===== src/rtl/clr_pkg.sv =====
// Shared types and constants of the chord loop recorder.
// Used by clr_cfg, clr_core, the top level, the bench and the output channel interface; depends on nothing.
`default_nettype none

package clr_pkg;

  // Recorder modes as carried on the result channel.
  typedef enum logic [1:0] {
    MODE_PAUSE  = 2'd0,
    MODE_RECORD = 2'd1,
    MODE_PLAY   = 2'd2
  } mode_t;

  // Input operation codes; code 3 is unused and changes nothing.
  localparam logic [1:0] OP_PRESS = 2'd0;
  localparam logic [1:0] OP_CHORD = 2'd1;
  localparam logic [1:0] OP_TICK  = 2'd2;

  // Field widths fixed by the channel definitions.
  localparam int CHORD_BITS         = 8;
  localparam int NOTE_SAMPLES_BITS  = 16;
  localparam int NOTES_PER_BAR_BITS = 7;
  localparam int THR_BITS           = NOTE_SAMPLES_BITS + NOTES_PER_BAR_BITS;

  // Configuration port layout and register indexes.
  localparam int         CFG_IDX_BITS      = 1;
  localparam int         CFG_DATA_BITS     = NOTE_SAMPLES_BITS;
  localparam logic [0:0] CFG_NOTE_SAMPLES  = 1'd0;
  localparam logic [0:0] CFG_NOTES_PER_BAR = 1'd1;

  // Register reset values.
  localparam logic [NOTE_SAMPLES_BITS-1:0]  NOTE_SAMPLES_RESET  = 16'd4096;
  localparam logic [NOTES_PER_BAR_BITS-1:0] NOTES_PER_BAR_RESET = 7'd8;

  // Note steps at the end of a bar that lie beyond the wrap threshold.
  localparam logic [NOTES_PER_BAR_BITS-1:0] WRAP_MARGIN_STEPS = 7'd2;

  // One result beat.
  typedef struct packed {
    mode_t                 mode;
    logic                  show_chords;
    logic [CHORD_BITS-1:0] chord_out;
    logic                  chord_changed;
    logic                  store_full;
  } result_t;

endpackage

`default_nettype wire


===== src/rtl/clr_cfg.sv =====
// Configuration registers and the wrap threshold derived from them.
// Depends on clr_pkg for register indexes, widths and reset values.
`default_nettype none

module clr_cfg
  import clr_pkg::*;
(
  input  logic                     clk,
  input  logic                     rst,
  input  logic                     cfg_we,
  input  logic [CFG_IDX_BITS-1:0]  cfg_index,
  input  logic [CFG_DATA_BITS-1:0] cfg_data,
  output logic [THR_BITS-1:0]      thr
);

  logic [NOTE_SAMPLES_BITS-1:0]  note_samples;
  logic [NOTES_PER_BAR_BITS-1:0] notes_per_bar;
  logic [NOTES_PER_BAR_BITS-1:0] wrap_steps;

  // Register writes; there is no read-back.
  always_ff @(posedge clk) begin
    if (rst) begin
      note_samples  <= NOTE_SAMPLES_RESET;
      notes_per_bar <= NOTES_PER_BAR_RESET;
    end else if (cfg_we) begin
      unique case (cfg_index)
        CFG_NOTE_SAMPLES:  note_samples  <= cfg_data[NOTE_SAMPLES_BITS-1:0];
        CFG_NOTES_PER_BAR: notes_per_bar <= cfg_data[NOTES_PER_BAR_BITS-1:0];
      endcase
    end
  end

  // The threshold is the sample count of all but the last two note steps.
  // A bar of fewer than two steps gives a threshold of zero.
  always_comb begin
    wrap_steps = (notes_per_bar >= WRAP_MARGIN_STEPS) ? (notes_per_bar - WRAP_MARGIN_STEPS)
                                                      : '0;
    thr = THR_BITS'(note_samples) * THR_BITS'(wrap_steps);
  end

endmodule

`default_nettype wire


===== config.mk =====
export PLATFORM = sky130hd
export DESIGN_NAME = clr_cfg
export DESIGN_NICKNAME = d
export VERILOG_FILES = /design/src/rtl/clr_pkg.sv /design/src/rtl/clr_cfg.sv
export SDC_FILE = /design/constraint.sdc
export NUM_CORES = 1
export LEC_CHECK = 0
export BUFFER_PORTS_ARGS = -buffer_cell sky130_fd_sc_hd__buf_4
export CAP_MARGIN = 20
export CORE_MARGIN = 8
export CORE_UTILIZATION = 40
export DETAILED_ROUTE_END_ITERATION = 8
export SLEW_MARGIN = 10
export SYNTH_ARGS = -nofsm -noshare
export SYNTH_HDL_FRONTEND = slang
export SYNTH_SLANG_ARGS = --single-unit

===== constraint.sdc =====
create_clock -name clk -period 5.9 [get_ports clk]
set_clock_uncertainty 0.15 [all_clocks]
set_input_delay 0.295 -clock clk [delete_from_list [all_inputs] [get_ports clk]]
set_output_delay 0.295 -clock clk [all_outputs]
set_load 0.01 [all_outputs]

## After elaboration in Yosys (flattened, before gate mapping)

Cells that the tools add are included.

| cells by class | value |
|---|---|
| $add $sub $neg | 1 |
| multipliers | 1 |
| order comparisons | 1 |
| multiplexer cells | 1 |
| bitwise operators | 1 |
| reduce and logical (&&, ||, !) cells | 2 |

Operators by type and width:

| kind | count |
|---|---|
| multiplier 16 x 7 -> 23 bit | 1 |
| >= comparator 7 x 2 -> 1 bit (second input constant) | 1 |
| 2-to-1 mux 7 bit | 1 |
| subtractor 7 x 2 -> 7 bit (second input constant) | 1 |
| AND reduction 2 bit | 2 |
| NOT 1 bit | 1 |

| word-level totals | value |
|---|---|
| register bits after elaboration | 23 |
| input bits | 20 |
| output and inout port bits | 23 |
| word-level logic and storage cells | 9 |

## Logic depth before layout (Yosys ltp)

| depth | value |
|---|---|
| word-level depth | 3 |
| mapped depth | 22 |
| depth with buffers taken out | 20 |

## Worst setup path after synthesis

No wires, ideal clock.

| timing | value |
|---|---|
| path kind | reg2out |
| from | register notes_per_bar[1] |
| to | output port thr[21] |
| arrival time | 5385 ps |
| required time | 5455 ps |
| slack | 70 ps |
| cell stages (with the launch flop) | 21 |
| buffers on the path | 2 |
| cells stage by stage | dfxtp_1 inv_1 clkbuf_1 ha_1 nand3b_1 a31oi_2 nor2_1 clkbuf_1 and2_1 fa_1 fa_1 fa_1 inv_1 fa_1 inv_1 ha_1 a21oi_1 o21ai_1 a31oi_1 mux2_2 a311oi_1 |

| on the way | value |
|---|---|
| cells in the longest elaborated chain, start to end | 3 |
| elaborated cells between the ends (all ways) | 4 |
| those cells by class | 1 x add/sub; 1 x mul; 1 x order compare; 1 x mux |

RTL lines:

| item | line | source |
|---|---|---|
| from (decl) | clr_cfg.sv:17 | `logic [NOTES_PER_BAR_BITS-1:0] notes_per_bar;` |
| from (signal assigned) | clr_cfg.sv:28 | `CFG_NOTES_PER_BAR: notes_per_bar <= cfg_data[NOTES_PER_BAR_BITS-1:0];` |
| subtractor 7 x 2 -> 7 bit / >= comparator 7 x 2 -> 1 bit (equally long branches) | clr_cfg.sv:36 | `wrap_steps = (notes_per_bar >= WRAP_MARGIN_STEPS) ? (notes_per_bar - WRAP_MARGIN_STEPS)` |
| 2-to-1 mux 7 bit (*) | clr_cfg.sv:36 |  |
| multiplier 16 x 7 -> 23 bit (*) | clr_cfg.sv:38 | `thr = THR_BITS'(note_samples) * THR_BITS'(wrap_steps);` |
| to (decl) | clr_cfg.sv:13 | `output logic [THR_BITS-1:0] thr` |

Mark *: on every way between the ends. The rest lies on a longest branch, timed or not.

## Worst setup path in the final report

| timing | value |
|---|---|
| from | register notes_per_bar[4] |
| to | output port thr[21] |

The elaborated chain is that of the path after synthesis.

==> results.json <==
{
  "hold_viol": 0,
  "h-tree-depth": 1,
  "instances_no_fill": 756,
  "fin_crit_ns": 5.73,
  "wl_met1_mm": 5.39,
  "grt_use_total_pct": 15.1,
  "synth-xor-area-share_pct": 4.24,
  "leakagePower_nw": 2.79,
  "synthesis.instances": 550,
  "ys_warn_count": 0,
  "cpMostUsedCell": "fa_1",
  "yosysSeqAreaShare_pct": 10.1,
  "status": "finished, final reports clean",
  "fp.dieH_um": 123,
  "rows": 39,
  "multi_input_area_mm2": 0.00403,
  "tightestPinTransition_ns": 0.968,
  "period_share_pct": 97.1,
  "p_sw_w": 0.000327,
  "cts_root_buffer": "clkbuf_16",
  "layout_common_cells": "nand2_1 (80), inv_1 (74), buf_4 (70)",
  "grt_pass1_vias": 3983,
  "syn_area_mm2": 0.00455,
  "synth_mux_area_share_pct": 0.248,
  "synth_compound_area_share_pct": 11.4,
  "yosys.area.top_type_share_pct": 30.4,
  "hpwl_mm": 8.92,
  "vias": 3838,
  "fin_area_mm2": 0.00567,
  "power.share.clock_pct": 17.8,
  "sequentialPowerShare_pct": 22.2,
  "synth_edf_count": 0,
  "ys_types": 42,
  "p_comb_share_pct": 59.9,
  "wl_met3_um": 557,
  "gp_congestion": 0.863,
  "fmax_ghz": 0.174,
  "hold_class": "primary input to flop",
  "p_per_area_mw_per_mm2": 141,
  "wl_mm": 11.4,
  "crit_arrival_ns": 5.29,
  "syn_to_final_growth_pct": 24.6,
  "grt_pass1_wl_mm": 18.8,
  "clkTransAtPathRegs_ns": 0.06,
  "relSlewSlack_pct": 35.3,
  "wl_per_cell_um": 15.1,
  "ir_drop_v": 0.000175,
  "numCtsBuffers": 3,
  "yosysTopAreaCell": "fa_1",
  "rsz0062_at_grt": "true",
  "ys_ff_latch": 23,
  "grt_max_degree": 24,
  "required_ns": 5.45,
  "fill_cells": 1093,
  "synth_fa_ha_area_share_pct": 41.9,
  "antenna_left": 0,
  "die-width_um": 123,
  "ff_latch_area_um2": 468,
  "initial_core_util_pct": 40.3,
  "drc": 0,
  "cpMaxStageDelayCell": "fa_1",
  "syn_nets": 681,
  "synthArstFlopShare_pct": 0,
  "synth_area_leaders": "fa_1 (30%), ha_1 (12%), dfxtp_1 (10%)",
  "grt_overflow": 0,
  "path_delay_family": "adder cells",
  "ios": 43,
  "antenna_found_initial": 0,
  "placed_area_mm2": 0.00509,
  "viasPerCell": 5.08,
  "critical_path_buf_inv_count": 7,
  "crit_fanout": 6,
  "io_buffer_count": 42,
  "internal_power_w": 0.000475,
  "start_kind": "flop",
  "drive_above_1_share_pct": 23.3,
  "synth_simple_gate_area_share_pct": 23.7,
  "n_antenna_cell": 0,
  "slew_viol_final": 0,
  "maxCapViolations": 0,
  "finalSetupViolations": 0,
  "place_inst": 732,
  "core_area_mm2": 0.0113,
  "clk_path_buf_depth": 2,
  "critical_path.max_stage_delay_ns": 0.52,
  "fp.dieArea_mm2": 0.0150,
  "final_net_count": 745,
  "drtPass1Iterations": 4,
  "syn_area_per_cell_um2": 8.27,
  "clkLatencyLatePin_ns": 0.25,
  "route.met2.wl_mm": 5.35,
  "dr.max_layer_used": "met4",
  "layout_commonest_cell": "nand2_1",
  "worstSetupPathType": "flop to primary output",
  "cts.sinks": 23,
  "path_cells": "nor3_4 > nand3b_1 > a31oi_4 > buf_6 > nor2_4 > buf_6 > and2_4 > fa_1 > inv_1 > fa_1 > inv_1 > fa_1 > inv_1 > fa_1 > inv_2 > ha_4 > nand2_1 > o21ai_2 > a31oi_2 > mux2_4 > a311oi_2 > buf_4",
  "end_kind": "primary output",
  "cts_tree": "built",
  "synth_top_family_by_area": "adder cells",
  "drtIter0Drc": 190,
  "p_sw_share_pct": 40.7,
  "synth_flop_cell": "dfxtp_1"
}
## final cells by class
class	instances	share of cell area [%]
multi-input combinational	428	71.0
tap	143	3.16
inverter	80	5.30
sequential	23	8.26
timing repair buffer	78	10.9
clock buffer	4	1.39
## logic make-up after synthesis
group	count (synthesis)
AO/OA/AOI/OAI	83
XOR/XNOR	22
adder cells (fa/ha/maj)	111
buffers and inverters	100
flip-flops	23
multiplexers	1
AND/OR/NAND/NOR	210
## tightest hold or removal path: stages
cell,delay (ns)
buf_4,0.08
nand2_1,0.04
nand3b_1,0.07
## per-stage QoR
| stage | setup TNS [ns] | setup slack [ns] | util [%] | hold WS [ns] | power [W] |
|---|---|---|---|---|---|
| 2_1_floorplan | 0 | 0.0695 | - | 0.214 | 0.000433 |
| 3_3_place_gp | 0 | 0.0871 | 45.1 | 0.316 | 0.000562 |
| 3_5_place_dp | -0.0135 | -0.0103 | 45.1 | 0.316 | 0.000572 |
| 4_1_cts | 0 | 0.00387 | 47.8 | 0.111 | 0.000749 |
| 5_1_grt | -0.144 | -0.0572 | 50.3 | 0.147 | 0.000860 |
| 6_report | 0 | 0.168 | 50.3 | 0.115 | 0.000801 |
## sequential cells by signal, summed over array words and instances, names as in the netlist
signal,flops
note_samples,16
notes_per_bar,7
## cell usage after synthesis, types with 4 or more instances
cell and instances:
nor2_1 11, ha_1 42, o21ai_0 12, inv_1 80
xor2_1 11, clkbuf_1 15, buf_2 4, dfxtp_1 23
fa_1 69, nor2b_1 15, a21oi_1 45, and2_1 55
nand2_1 83, nand3_1 11, xnor2_1 11, and3_1 22
## final timing paths
path | startpoint | cells after the start | endpoint | slack, ns
setup / recovery | notes_per_bar[4]$_SDFFE_PP0P_ | 22 | thr[21] | 0.17
hold / removal | cfg_data[12] | 3 | note_samples[12]$_SDFFE_PP1P_ | 0.12
setup reg to reg | note_samples[13]$_SDFFE_PP0P_ | 2 | note_samples[13]$_SDFFE_PP0P_ | 4.92
hold reg to reg | notes_per_bar[2]$_SDFFE_PP0P_ | 2 | notes_per_bar[2]$_SDFFE_PP0P_ | 0.32
## power by group through the flow
| stage | sequential [W] | combinational, W | clock, W |
|---|---|---|---|
| global placement | 0.000180 | 0.000382 | 0 |
| global route | 0.000180 | 0.000529 | 0.000151 |
| CTS | 0.000177 | 0.000427 | 0.000145 |
| finish | 0.000178 | 0.000480 | 0.000143 |
| detailed placement | 0.000180 | 0.000391 | 0 |
| floorplan | 0.000174 | 0.000259 | 0 |
## layer usage
metal	vias to the layer above	GRT usage (%)
met5	-	0
met4	0	3.27
met3	12	1.43
met2	90	25.3
met1	1853	20.7
li1	1883	-
## timing repair
item / CTS / global route
setup endpoints to repair: 13 / 13
setup buffers: 6 / 13
gates cloned: 0 / 1
gates resized for setup: 36 / 44
hold buffers: 0 / 0
pin swaps: 12 / 39
No activity file was read; power rests on OpenSTA's default activity.
